--- config.mk ---
export PLATFORM = sky130hd
export DESIGN_NAME = sparse_triplet_merge_add_core_flat
export DESIGN_NICKNAME = d
export VERILOG_FILES = /design/src/sv/stma_pkg.sv /design/src/sv/stma_in_if.sv /design/src/sv/stma_out_if.sv /design/src/sv/stma_ctrl.sv /design/src/sv/stma_datapath.sv /design/src/sv/sparse_triplet_merge_add_core.sv /design/src/flat_wrapper.sv
export SDC_FILE = /design/constraint.sdc
export NUM_CORES = 2
export LEC_CHECK = 0
export BUFFER_PORTS_ARGS = -buffer_cell sky130_fd_sc_hd__buf_2
export CORE_ASPECT_RATIO = 1.4
export CORE_UTILIZATION = 56
export DETAILED_ROUTE_END_ITERATION = 16
export GPL_TIMING_DRIVEN = 0
export PLACE_DENSITY = 0.75
export SYNTH_ARGS = -nofsm -noshare
export SYNTH_HDL_FRONTEND = slang
export SYNTH_SLANG_ARGS = --single-unit
export TNS_END_PERCENT = 20
--- constraint.sdc ---
create_clock -name clk -period 5.6 [get_ports clk]
set_input_delay 0.56 -clock clk [delete_from_list [all_inputs] [get_ports clk]]
set_output_delay 0.56 -clock clk [all_outputs]
set_load 0.02 [all_outputs]
--- src/sv/stma_pkg.sv ---
// shared codes, widths and controller/datapath signal groups for the triplet merge adder
package stma_pkg;

  // payload field widths
  localparam int unsigned REQ_W   = 2;
  localparam int unsigned FIELD_W = 16;
  localparam int unsigned VAL_W   = 32;
  localparam int unsigned SUM_W   = 33;

  // request codes
  localparam logic [REQ_W-1:0] REQ_LOAD_A = 2'd0;
  localparam logic [REQ_W-1:0] REQ_LOAD_B = 2'd1;
  localparam logic [REQ_W-1:0] REQ_RUN    = 2'd2;

  // commands from controller to datapath
  typedef struct packed {
    logic load_a;
    logic load_b;
    logic start_run;
    logic emit;
  } stma_cmd_t;

  // status from datapath to controller
  typedef struct packed {
    logic slot_free;
    logic last_step;
  } stma_status_t;

endpackage

--- src/sv/stma_in_if.sv ---
// request channel: valid/ready handshake with one triplet load or run request
interface stma_in_if;
  logic                               valid;
  logic                               ready;
  logic [stma_pkg::REQ_W-1:0]         req_type;
  logic [stma_pkg::FIELD_W-1:0]       row_index;
  logic [stma_pkg::FIELD_W-1:0]       col_index;
  logic signed [stma_pkg::VAL_W-1:0]  elem_value;

  modport source (output valid, req_type, row_index, col_index, elem_value, input ready);
  modport sink   (input valid, req_type, row_index, col_index, elem_value, output ready);
endinterface

--- src/sv/stma_out_if.sv ---
// result channel: valid/ready handshake with one merged triplet
interface stma_out_if;
  logic                               valid;
  logic                               ready;
  logic [stma_pkg::FIELD_W-1:0]       out_row;
  logic [stma_pkg::FIELD_W-1:0]       out_col;
  logic signed [stma_pkg::SUM_W-1:0]  out_value;
  logic                               last;
  logic                               empty_res;
  logic                               overflow;

  modport source (output valid, out_row, out_col, out_value, last, empty_res, overflow,
                  input ready);
  modport sink   (input valid, out_row, out_col, out_value, last, empty_res, overflow,
                  output ready);
endinterface

--- src/sv/stma_ctrl.sv ---
// controller state machine: accepts requests and paces the merge steps
module stma_ctrl (
  input  logic                        clk,
  input  logic                        rst_n,
  input  logic                        in_valid,
  input  logic [stma_pkg::REQ_W-1:0]  in_req_type,
  output logic                        in_ready,
  input  stma_pkg::stma_status_t      status,
  output stma_pkg::stma_cmd_t         cmd
);

  typedef enum logic [1:0] {
    S_IDLE  = 2'b01,
    S_MERGE = 2'b10
  } state_t;

  state_t state_r, state_nxt;

  // state register
  always_ff @(posedge clk) begin
    if (!rst_n) begin
      state_r <= S_IDLE;
    end else begin
      state_r <= state_nxt;
    end
  end

  // next state and commands
  always_comb begin
    state_nxt     = state_r;
    cmd           = '0;
    in_ready      = 1'b0;
    case (state_r)
      S_IDLE: begin
        in_ready = 1'b1;
        if (in_valid) begin
          case (in_req_type)
            stma_pkg::REQ_LOAD_A: cmd.load_a = 1'b1;
            stma_pkg::REQ_LOAD_B: cmd.load_b = 1'b1;
            stma_pkg::REQ_RUN: begin
              cmd.start_run = 1'b1;
              state_nxt     = S_MERGE;
            end
            default: ;
          endcase
        end
      end
      S_MERGE: begin
        if (status.slot_free) begin
          cmd.emit = 1'b1;
          if (status.last_step) begin
            state_nxt = S_IDLE;
          end
        end
      end
      default: state_nxt = S_IDLE;
    endcase
  end

endmodule

--- src/sv/stma_datapath.sv ---
// datapath: list stores, counts, merge pointers, compare/add and result register
module stma_datapath #(
  parameter int unsigned MAX_ENTRIES = 16,
  parameter int unsigned INDEX_BITS  = 16
) (
  input  logic                               clk,
  input  logic                               rst_n,
  input  stma_pkg::stma_cmd_t                cmd,
  output stma_pkg::stma_status_t             status,
  input  logic [stma_pkg::FIELD_W-1:0]       in_row_index,
  input  logic [stma_pkg::FIELD_W-1:0]       in_col_index,
  input  logic signed [stma_pkg::VAL_W-1:0]  in_elem_value,
  output logic                               out_valid,
  input  logic                               out_ready,
  output logic [stma_pkg::FIELD_W-1:0]       out_row,
  output logic [stma_pkg::FIELD_W-1:0]       out_col,
  output logic signed [stma_pkg::SUM_W-1:0]  out_value,
  output logic                               out_last,
  output logic                               out_empty_res,
  output logic                               out_overflow
);

  localparam int unsigned CNT_W = $clog2(MAX_ENTRIES + 1);
  localparam int unsigned IDX_W = (MAX_ENTRIES > 1) ? $clog2(MAX_ENTRIES) : 1;
  localparam int unsigned KEY_W = 2 * INDEX_BITS;

  // list stores, no reset: entries are used only below the fill count
  logic [INDEX_BITS-1:0]             a_row_r [MAX_ENTRIES];
  logic [INDEX_BITS-1:0]             a_col_r [MAX_ENTRIES];
  logic [stma_pkg::VAL_W-1:0]        a_val_r [MAX_ENTRIES];
  logic [INDEX_BITS-1:0]             b_row_r [MAX_ENTRIES];
  logic [INDEX_BITS-1:0]             b_col_r [MAX_ENTRIES];
  logic [stma_pkg::VAL_W-1:0]        b_val_r [MAX_ENTRIES];

  logic [CNT_W-1:0] count_a_r, count_a_nxt;
  logic [CNT_W-1:0] count_b_r, count_b_nxt;
  logic [CNT_W-1:0] ptr_a_r, ptr_a_nxt;
  logic [CNT_W-1:0] ptr_b_r, ptr_b_nxt;
  logic             dropped_r, dropped_nxt;
  logic             full_a, full_b;

  logic                               out_valid_r, out_valid_nxt;
  logic [stma_pkg::FIELD_W-1:0]       out_row_r;
  logic [stma_pkg::FIELD_W-1:0]       out_col_r;
  logic signed [stma_pkg::SUM_W-1:0]  out_value_r;
  logic                               out_last_r;
  logic                               out_empty_r;
  logic                               out_ovf_r;

  logic                               a_avail, b_avail, take_a, take_b;
  logic [KEY_W-1:0]                   key_a, key_b;
  logic [INDEX_BITS-1:0]              head_a_row, head_a_col, head_b_row, head_b_col;
  logic [stma_pkg::VAL_W-1:0]         head_a_val, head_b_val;
  logic signed [stma_pkg::SUM_W-1:0]  add_a, add_b, step_sum;
  logic                               a_done_after, b_done_after, step_last, step_empty;
  logic [INDEX_BITS-1:0]              step_row, step_col;

  assign full_a = (count_a_r == CNT_W'(MAX_ENTRIES));
  assign full_b = (count_b_r == CNT_W'(MAX_ENTRIES));

  // append into the stores
  always_ff @(posedge clk) begin
    if (cmd.load_a && !full_a) begin
      a_row_r[count_a_r[IDX_W-1:0]] <= in_row_index[INDEX_BITS-1:0];
      a_col_r[count_a_r[IDX_W-1:0]] <= in_col_index[INDEX_BITS-1:0];
      a_val_r[count_a_r[IDX_W-1:0]] <= in_elem_value;
    end
    if (cmd.load_b && !full_b) begin
      b_row_r[count_b_r[IDX_W-1:0]] <= in_row_index[INDEX_BITS-1:0];
      b_col_r[count_b_r[IDX_W-1:0]] <= in_col_index[INDEX_BITS-1:0];
      b_val_r[count_b_r[IDX_W-1:0]] <= in_elem_value;
    end
  end

  // list heads at the merge pointers
  assign head_a_row = a_row_r[ptr_a_r[IDX_W-1:0]];
  assign head_a_col = a_col_r[ptr_a_r[IDX_W-1:0]];
  assign head_a_val = a_val_r[ptr_a_r[IDX_W-1:0]];
  assign head_b_row = b_row_r[ptr_b_r[IDX_W-1:0]];
  assign head_b_col = b_col_r[ptr_b_r[IDX_W-1:0]];
  assign head_b_val = b_val_r[ptr_b_r[IDX_W-1:0]];

  // merge step: compare positions and pick one or both heads, or none when both lists are exhausted
  always_comb begin
    a_avail = (ptr_a_r < count_a_r);
    b_avail = (ptr_b_r < count_b_r);
    key_a   = {head_a_row, head_a_col};
    key_b   = {head_b_row, head_b_col};
    take_a  = 1'b0;
    take_b  = 1'b0;
    if (a_avail && b_avail) begin
      if (key_a == key_b) begin
        take_a = 1'b1;
        take_b = 1'b1;
      end else if (key_a > key_b) begin
        take_b = 1'b1;
      end else begin
        take_a = 1'b1;
      end
    end else begin
      take_a = a_avail;
      take_b = b_avail;
    end
    add_a    = take_a ? {head_a_val[stma_pkg::VAL_W-1], head_a_val} : '0;
    add_b    = take_b ? {head_b_val[stma_pkg::VAL_W-1], head_b_val} : '0;
    step_sum = add_a + add_b;
    step_row = take_a ? head_a_row : head_b_row;
    step_col = take_a ? head_a_col : head_b_col;
    a_done_after = take_a ? (ptr_a_r + CNT_W'(1) == count_a_r) : !a_avail;
    b_done_after = take_b ? (ptr_b_r + CNT_W'(1) == count_b_r) : !b_avail;
    step_empty = !a_avail && !b_avail;
    step_last  = a_done_after && b_done_after;
  end

  assign status.slot_free = !out_valid_r || out_ready;
  assign status.last_step = step_last;

  // counts, pointers and dropped flag
  always_comb begin
    count_a_nxt = count_a_r;
    count_b_nxt = count_b_r;
    ptr_a_nxt   = ptr_a_r;
    ptr_b_nxt   = ptr_b_r;
    dropped_nxt = dropped_r;
    if (cmd.load_a) begin
      if (full_a) dropped_nxt = 1'b1;
      else        count_a_nxt = count_a_r + CNT_W'(1);
    end
    if (cmd.load_b) begin
      if (full_b) dropped_nxt = 1'b1;
      else        count_b_nxt = count_b_r + CNT_W'(1);
    end
    if (cmd.start_run) begin
      ptr_a_nxt = '0;
      ptr_b_nxt = '0;
    end
    if (cmd.emit) begin
      if (take_a) ptr_a_nxt = ptr_a_r + CNT_W'(1);
      if (take_b) ptr_b_nxt = ptr_b_r + CNT_W'(1);
      if (step_last) begin
        count_a_nxt = '0;
        count_b_nxt = '0;
        dropped_nxt = 1'b0;
      end
    end
  end

  always_ff @(posedge clk) begin
    if (!rst_n) begin
      count_a_r <= '0;
      count_b_r <= '0;
      ptr_a_r   <= '0;
      ptr_b_r   <= '0;
      dropped_r <= 1'b0;
    end else begin
      count_a_r <= count_a_nxt;
      count_b_r <= count_b_nxt;
      ptr_a_r   <= ptr_a_nxt;
      ptr_b_r   <= ptr_b_nxt;
      dropped_r <= dropped_nxt;
    end
  end

  // result register
  assign out_valid_nxt = cmd.emit ? 1'b1 : (out_ready ? 1'b0 : out_valid_r);

  always_ff @(posedge clk) begin
    if (!rst_n) begin
      out_valid_r <= 1'b0;
    end else begin
      out_valid_r <= out_valid_nxt;
    end
  end

  always_ff @(posedge clk) begin
    if (cmd.emit) begin
      out_row_r   <= step_empty ? '0 : stma_pkg::FIELD_W'(step_row);
      out_col_r   <= step_empty ? '0 : stma_pkg::FIELD_W'(step_col);
      out_value_r <= step_sum;
      out_last_r  <= step_last;
      out_empty_r <= step_empty;
      out_ovf_r   <= dropped_r;
    end
  end

  assign out_valid     = out_valid_r;
  assign out_row       = out_row_r;
  assign out_col       = out_col_r;
  assign out_value     = out_value_r;
  assign out_last      = out_last_r;
  assign out_empty_res = out_empty_r;
  assign out_overflow  = out_ovf_r;

endmodule

--- src/sv/sparse_triplet_merge_add_core.sv ---
// top level of the sparse triplet merge adder
//
// Usage: requests arrive on in_if (valid/ready). A request with req_type
// load A or load B appends (row, col, value) to list A or B; each list holds
// MAX_ENTRIES triplets and loads into a full list are dropped, which marks
// the overflow bit on the results of the next run. A run request merges both
// lists by (row, col) and sends the merged triplets on out_if, with last set
// on the final one; equal positions give one triplet with the 33-bit sum.
// An empty run gives a single result with empty_res and last set.
// Timing: a run request moves the controller into the merge state, where
// each compare/add step is registered in the output register before it is
// shown on out_if; one result per cycle follows while the receiver does not
// stall. No request is taken while a run is merging; the next one is taken
// as soon as the last result sits in the output register.
// Reset clears both counts, the overflow flag and the output valid; the list
// stores are not cleared. When the receiver stalls, the output register holds
// its result and the merge waits.
module sparse_triplet_merge_add_core #(
  parameter int unsigned MAX_ENTRIES = 16,
  parameter int unsigned INDEX_BITS  = 16
) (
  input  logic       clk,
  input  logic       rst_n,
  stma_in_if.sink    in_if,
  stma_out_if.source out_if
);

  stma_pkg::stma_cmd_t    cmd;
  stma_pkg::stma_status_t status;

  // request pacing
  stma_ctrl u_ctrl (
    .clk         (clk),
    .rst_n       (rst_n),
    .in_valid    (in_if.valid),
    .in_req_type (in_if.req_type),
    .in_ready    (in_if.ready),
    .status      (status),
    .cmd         (cmd)
  );

  // stores, merge step and result register
  stma_datapath #(
    .MAX_ENTRIES (MAX_ENTRIES),
    .INDEX_BITS  (INDEX_BITS)
  ) u_datapath (
    .clk           (clk),
    .rst_n         (rst_n),
    .cmd           (cmd),
    .status        (status),
    .in_row_index  (in_if.row_index),
    .in_col_index  (in_if.col_index),
    .in_elem_value (in_if.elem_value),
    .out_valid     (out_if.valid),
    .out_ready     (out_if.ready),
    .out_row       (out_if.out_row),
    .out_col       (out_if.out_col),
    .out_value     (out_if.out_value),
    .out_last      (out_if.last),
    .out_empty_res (out_if.empty_res),
    .out_overflow  (out_if.overflow)
  );

endmodule

--- src/flat_wrapper.sv ---
// flat-port wrapper written by rule: the top's interface ports become plain ports
module sparse_triplet_merge_add_core_flat 
#(
  parameter int unsigned MAX_ENTRIES = 16,
  parameter int unsigned INDEX_BITS  = 16
)
  (clk, rst_n, in_if_valid, in_if_req_type, in_if_row_index, in_if_col_index, in_if_elem_value, in_if_ready, out_if_valid, out_if_out_row, out_if_out_col, out_if_out_value, out_if_last, out_if_empty_res, out_if_overflow, out_if_ready);
  stma_in_if in_if_i ();
  stma_out_if out_if_i ();
  input  logic clk;
  input  logic rst_n;
  input wire logic [$bits(in_if_i.valid)-1:0] in_if_valid;
  input wire logic [$bits(in_if_i.req_type)-1:0] in_if_req_type;
  input wire logic [$bits(in_if_i.row_index)-1:0] in_if_row_index;
  input wire logic [$bits(in_if_i.col_index)-1:0] in_if_col_index;
  input wire logic [$bits(in_if_i.elem_value)-1:0] in_if_elem_value;
  output wire logic [$bits(in_if_i.ready)-1:0] in_if_ready;
  output wire logic [$bits(out_if_i.valid)-1:0] out_if_valid;
  output wire logic [$bits(out_if_i.out_row)-1:0] out_if_out_row;
  output wire logic [$bits(out_if_i.out_col)-1:0] out_if_out_col;
  output wire logic [$bits(out_if_i.out_value)-1:0] out_if_out_value;
  output wire logic [$bits(out_if_i.last)-1:0] out_if_last;
  output wire logic [$bits(out_if_i.empty_res)-1:0] out_if_empty_res;
  output wire logic [$bits(out_if_i.overflow)-1:0] out_if_overflow;
  input wire logic [$bits(out_if_i.ready)-1:0] out_if_ready;
  assign in_if_i.valid = in_if_valid;
  assign in_if_i.req_type = in_if_req_type;
  assign in_if_i.row_index = in_if_row_index;
  assign in_if_i.col_index = in_if_col_index;
  assign in_if_i.elem_value = in_if_elem_value;
  assign in_if_ready = in_if_i.ready;
  assign out_if_valid = out_if_i.valid;
  assign out_if_out_row = out_if_i.out_row;
  assign out_if_out_col = out_if_i.out_col;
  assign out_if_out_value = out_if_i.out_value;
  assign out_if_last = out_if_i.last;
  assign out_if_empty_res = out_if_i.empty_res;
  assign out_if_overflow = out_if_i.overflow;
  assign out_if_i.ready = out_if_ready;
  sparse_triplet_merge_add_core #(.MAX_ENTRIES(MAX_ENTRIES), .INDEX_BITS(INDEX_BITS)) u_core (.clk(clk), .rst_n(rst_n), .in_if(in_if_i), .out_if(out_if_i));
endmodule
* After elaboration in Yosys (flattened, before gate mapping)
Memory sizes are Yosys's and may differ from the RTL's. A register that Yosys moved wholly into a read port is not among the register bits.
Index checks and enable logic that the tools add are counted.
** Cells by class
- Add/sub/neg operators :: 5
- $lt $le $gt $ge :: 3
- Equality and inequality tests :: 13
- Multiplexer cells :: 57
- Reductions and logical operators :: 14
** Operators with widths (number)
- $mux W5 :: 14
- $mux W33 :: 2
- $add A33 B33 Y33 :: 1
- $eq A32 B32 Y1 :: 1
- $gt A32 B32 Y1 :: 1
- $mux W16 :: 2
- $mux W1 :: 26
- $mux W4 :: 6
- $add A5 B1 Y5 const B :: 4
- $eq A5 B5 Y1 :: 2
- $eq A5 B5 Y1 const B :: 2
- $lt A5 B5 Y1 :: 2
- $mux W2 :: 4
- $mux W3 :: 2
- $logic_and A1 B1 Y1 :: 5
- $logic_not A1 Y1 :: 5
- $eq A2 B1 Y1 const B :: 2
- $eq A2 B2 Y1 const B :: 2
- $ne A2 B1 Y1 const B :: 2
- $ne A2 B2 Y1 const B :: 2
- $pmux W2 S2 :: 1
- $reduce_and A4 Y1 :: 1
- $logic_not A2 Y1 :: 1
- $reduce_bool A2 Y1 :: 1
- $logic_or A1 B1 Y1 :: 1
** Word-level totals
- Flip-flop bits (word level) :: 92
- Memory bits (writable) :: 2048
- Logic and storage cells :: 111
- Memories :: 6
** Memory list
- u_core.u_datapath.a_val_r :: words 16, bits a word 32, read ports 1, clocked after Yosys merged registers in 1, wr ports 1, RTL line stma_datapath.sv:30 : logic [stma_pkg::VAL_W-1:0] a_val_r [MAX_ENTRIES];
- u_core.u_datapath.b_val_r :: words 16, bits a word 32, read ports 1, clocked after Yosys merged registers in 1, wr ports 1, RTL line stma_datapath.sv:33 : logic [stma_pkg::VAL_W-1:0] b_val_r [MAX_ENTRIES];
- u_core.u_datapath.a_col_r :: words 16, bits a word 16, read ports 1, clocked after Yosys merged registers in 1, wr ports 1, RTL line stma_datapath.sv:29 : logic [INDEX_BITS-1:0] a_col_r [MAX_ENTRIES];
- u_core.u_datapath.a_row_r :: words 16, bits a word 16, read ports 1, clocked after Yosys merged registers in 1, wr ports 1, RTL line stma_datapath.sv:28 : logic [INDEX_BITS-1:0] a_row_r [MAX_ENTRIES];
- u_core.u_datapath.b_col_r :: words 16, bits a word 16, read ports 1, clocked after Yosys merged registers in 1, wr ports 1, RTL line stma_datapath.sv:32 : logic [INDEX_BITS-1:0] b_col_r [MAX_ENTRIES];
- u_core.u_datapath.b_row_r :: words 16, bits a word 16, read ports 1, clocked after Yosys merged registers in 1, wr ports 1, RTL line stma_datapath.sv:31 : logic [INDEX_BITS-1:0] b_row_r [MAX_ENTRIES];

* Longest topological paths before layout
- Word-level depth :: 9
- Gate-level depth with buffers :: 29

* By module
Synthesis repeated with hierarchy kept, for this count alone.
** Unflattened totals
- Cells, all modules :: 4027
- Area, all modules :: 84380.9 µm²
** By module, submodules not included
- stma_datapath :: times used 1, cells an instance 4014, area each 84249.6 µm², seq. area each 63981.4 µm²
- stma_ctrl :: times used 1, cells an instance 13, area each 131.4 µm², seq. area each 40.0 µm²

* Worst setup path before layout
No wires, ideal clock.
- Path kind :: register -> register
- From :: register u_core.u_datapath.ptr_a_r[1]
- To :: register u_core.u_datapath.out_value_r, in the netlist u_core.u_datapath.out_value[26], data pin
- Library setup time :: 260 ps
- Arrival :: 5682 ps
- Setup slack :: -342 ps
- Stages on the path, launching flop included :: 26
- Buffers on the path :: 5
- Path through :: dfxtp_1 > clkbuf_1 > clkbuf_1 > buf_1 > mux4_2 > mux4_2 > ha_1 > nand4_1 > nor2_1 > and3_1 > nand2_1 > o21ai_1 > a2bb2oi_1 > buf_2 > buf_4 > nor2b_1 > ha_1 > fa_1 > a211oi_1 > nor2_2 > a211oi_4 > o31ai_4 > a21oi_2 > o21ai_2 > a311oi_2 > xnor2_1
** On the way
- Word-level cells in the longest chain between the ends :: 5
- Elaborated cells between the ends (all ways) :: 7
- Classes of those cells :: 1 x add/sub; 1 x order compare; 4 x mux; 1 x reduce/logical
** Ends and longest elaborated chain
- start, declared :: RTL line stma_datapath.sv:37 : logic [CNT_W-1:0] ptr_a_r, ptr_a_nxt;
- start signal, assigned :: RTL line stma_datapath.sv:158 : ptr_a_r <= ptr_a_nxt;
- $lt A5 B5 Y1 * :: RTL line stma_datapath.sv:85 : a_avail = (ptr_a_r < count_a_r);
- $logic_and A1 B1 Y1 :: RTL line stma_datapath.sv:91 : if (a_avail && b_avail) begin
- $mux W1 :: RTL line stma_datapath.sv:91
- $mux W33, on equally long branches :: RTL line stma_datapath.sv:104, stma_datapath.sv:105
- $add A33 B33 Y33 * :: RTL line stma_datapath.sv:106 : step_sum = add_a + add_b;
- via u_core.u_datapath.step_sum (one bit) :: RTL line stma_datapath.sv:54 : logic signed [stma_pkg::SUM_W-1:0] add_a, add_b, step_sum;
- end signal, assigned :: RTL line stma_datapath.sv:179 : out_value_r <= step_sum;
- end, declared :: RTL line stma_datapath.sv:45 : logic signed [stma_pkg::SUM_W-1:0] out_value_r;
The timed path passes the listed nets; every way through them passes the cells marked *.
A chain may end at the register's enable or synchronous reset.

* Worst setup path in the final report
- From :: register u_core.u_datapath.ptr_a_r[3]
- To :: register u_core.u_datapath.out_value_r, in the netlist u_core.u_datapath.out_value[31], data pin
Same word-level chain as after synthesis.

==> metrics.cfg <==
[global_route]
grt_overflow_total=0
grt_pass1_wl_um=318000
grt_max_degree=52
antenna_found_initial=13
track_usage=0.301
grt_pass1_vias=45281

[route]
viasPerCell=6.66
via_count=44273
drc=0
dr.pass1.iters=7
routed_wl_um=228000
wl_per_cell_um=34.2
ant_nets=0
drt-initial-drc-count=5903

[worst_setup_path]
crit_family=compound AO/OA/AOI/OAI gates
crit_arrival_ps=7070
critPathRequiredTime_ps=6170
cp-start-kind=flip-flop
worstSetupStartpoint=u_core.u_datapath.ptr_a_r[3]
critical_path_class=reg -> reg
crit_slowest_cell=clkdlybuf4s15_1
end_kind=flip-flop
cpPeakStageDelay_ps=1050
cp_max_fo=10
crit_chain=clkdlybuf4s15_1 -> mux4_2 -> ha_1 -> a21o_1 -> a21o_1 -> a211oi_4 -> o21ai_4 -> o21ai_4 -> buf_12 -> clkbuf_16 -> buf_6 -> a211oi_4 -> ha_4 -> buf_6 -> o211ai_1 -> o21ai_2 -> o311a_4 -> o211ai_1 -> buf_4 -> a211oi_4 -> o211ai_1 -> o21ai_1 -> xor2_1
r2r_start=u_core.u_datapath.ptr_a_r[3]
path_buf_inv=6

[power_and_ir_drop]
powerDensity_mw_per_mm2=324
ir_drop_mv=0.309
switching_share=0.201
seq_power_share=0.557
p_leak_uw=0.0306
p_sw_uw=6380
clockPowerShare=0.418
power.internal_uw=25300
p_comb_frac=0.025

[final_layout]
syn_to_final_growth_pct=16.0
layout_commonest_cell=edfxtp_1
fillers=9422
final_nets=4685
multi_input_area_mm2=0.0202
final_cell_mix=edfxtp_1, mux4_2, mux2i_1, clkbuf_16, buf_2
drive_gt1_frac=0.289
ff_latch_area_mm2=0.0640

[yosys]
syn_area_per_cell_um2=20.7
yosysTopAreaCell=edfxtp_1
synth.distinct_cells=75
synth_flop_cell=edfxtp_1
synth_edf_count=2116
synth_area_leaders=edfxtp_1, mux4_2, mux2i_1
yosysTopAreaCellShare=0.753
async_flop_share=0
yosysWarnings=0
ys_seq_area_frac=0.758
synth_nets=4224
syn_inst=4069
synth_seq_cells=2140
syn_area_mm2=0.0844

[cts]
clock-sinks=2140
clockRootBuffer=clkbuf_16
numCtsBuffers=190
cts_hold_buf=0
insertion_delay_ps=850
clk_pin_slew_ps=60
cts_tree=done
htreeDepth=4
clock_path_buffers=3

[timing]
period_needed_ps=6510
max_freq_ghz=0.154
fin_skew_ps=31.8
worst_pin_slew_ps=1450
worst_slack_ps=-908
setup_violations=26
finalCritPeriodShare=1.16
finalMaxSlewViolations=0
slew_headroom=0.0349
rsz0062_at_grt=yes
fin_setup_tns_ps=-14470
finalHoldViolCount=0

[min_path]
hold_start=out_if_ready
worstHoldPathType=in -> reg

[floorplanning]
pin_count=140
initial_core_util=0.564
die_w_um=330
die_area_mm2=0.152
core_area_mm2=0.150
floorplan.rows=168
die_h_um=461

[status]
violations=negative setup slack
status=complete, but fails checks

[flow_run]
cap_violations=0

[placement]
place_ws_ps=-3800
hpwl_um=141000
io_buffer_count=138
gp_congestion=0.891

[worst paths after layout]
check / end / slack (ps) / depth (start not counted)
max: u_core.u_datapath.out_value[31] / -910 / 23
min: u_core.u_datapath.out_valid / 50 / 3
max reg2reg: u_core.u_datapath.out_value[31] / -910 / 23
min reg2reg: u_core.u_datapath.out_valid / 500 / 2
[what timing repair did]
action,CTS,global route
endpoints found under the hold margin,0,0
buffers inserted,47,22
endpoints found under the setup margin,89,27
gates cloned,7,0
resized for setup,331,86
pin swaps,64,24
[final cells by class]
cell class	count	area share
sequential	2140	0.654
multi-input combinational	1666	0.207
clock buffer	233	0.0513
timing repair buffer	271	0.0293
tap	1955	0.0250
buffer	201	0.0185
clock inverter	120	0.0129
inverter	60	0.00233
antenna	5	0.000128
[power groups by stage]
stage / registers, uW / logic [uW] / clock network (uW)
4_1_cts: 17700 / 767 / 13300
2_1_floorplan: 18000 / 278 / 0
3_3_place_gp: 18000 / 635 / 0
3_5_place_dp: 18000 / 679 / 0
6_report: 17700 / 803 / 13200
5_1_grt: 17600 / 838 / 13900
[worst min-delay path, stage by stage]
cell      delay [ps]
buf_2             80
nand2b_1         110
a21oi_1           70
[synth_stat cells, types with 12 or more instances]
cell type     n
mux4_2      448
o21ai_1      12
nor2b_1      41
nor2_1       81
a22oi_1      31
o221ai_1     33
a21o_1       20
edfxtp_1   2116
o21ai_0     112
nand4_1      13
dfxtp_1      24
mux2i_1     224
buf_1        19
a211oi_1     40
a21oi_1     107
o22ai_1      34
ha_1         84
inv_1        60
buf_4        24
xor2_1       17
nand2_1     102
buf_2        55
a221oi_1     33
and2_1       19
clkbuf_1     99
xnor2_1      27
nand3_1      17
mux2_2       65
[layer usage]
metal	track usage	wire, um
met5	0	57
met4	0.176	15000
met3	0.0560	20100
met2	0.501	114000
met1	0.369	78500
[per-stage QoR]
| stage | util | std cells | total power [uW] | area [um^2] | hold slack [ps] |
|---|---|---|---|---|---|
| 2_1_floorplan | - | 4069 | 18300 | 84500 | 409 |
| 3_3_place_gp | 0.585 | 6162 | 18600 | 87600 | 468 |
| 3_5_place_dp | 0.596 | 6221 | 18700 | 89200 | 483 |
| 4_1_cts | 0.651 | 6625 | 31700 | 97400 | 7.26 |
| 5_1_grt | 0.654 | 6648 | 32400 | 97900 | 31.4 |
| 6_report | 0.654 | 6651 | 31700 | 97900 | 50.4 |
[flip-flops by register name (all words and copies together), names as in the netlist, 2 cells and up]
register,cells
u_core.u_ctrl.state_r,2
u_core.u_datapath.a_col_r,256
u_core.u_datapath.a_row_r,256
u_core.u_datapath.a_val_r,512
u_core.u_datapath.b_col_r,256
u_core.u_datapath.b_row_r,256
u_core.u_datapath.b_val_r,512
u_core.u_datapath.count_a_r,5
u_core.u_datapath.count_b_r,5
u_core.u_datapath.out_col,16
u_core.u_datapath.out_row,16
u_core.u_datapath.out_value,33
u_core.u_datapath.ptr_a_r,5
u_core.u_datapath.ptr_b_r,5
[cell families (layout without fill, tap and decap cells)]
kind of cell | after synthesis | in the layout | synth area share
DFF | 2140 | 2140 | 0.758
muxes | 737 | 737 | 0.155
AOI/OAI and AO/OA | 479 | 479 | 0.0373
and+or+nand+nor | 321 | 321 | 0.0181
buffers and inverters | 263 | 885 | 0.0142
adders and majority gates | 85 | 85 | 0.0127
xor gates and xnor gates | 44 | 44 | 0.00457
other | 0 | 5 | 0
Note: power is estimated with default switching activity, not from simulation.
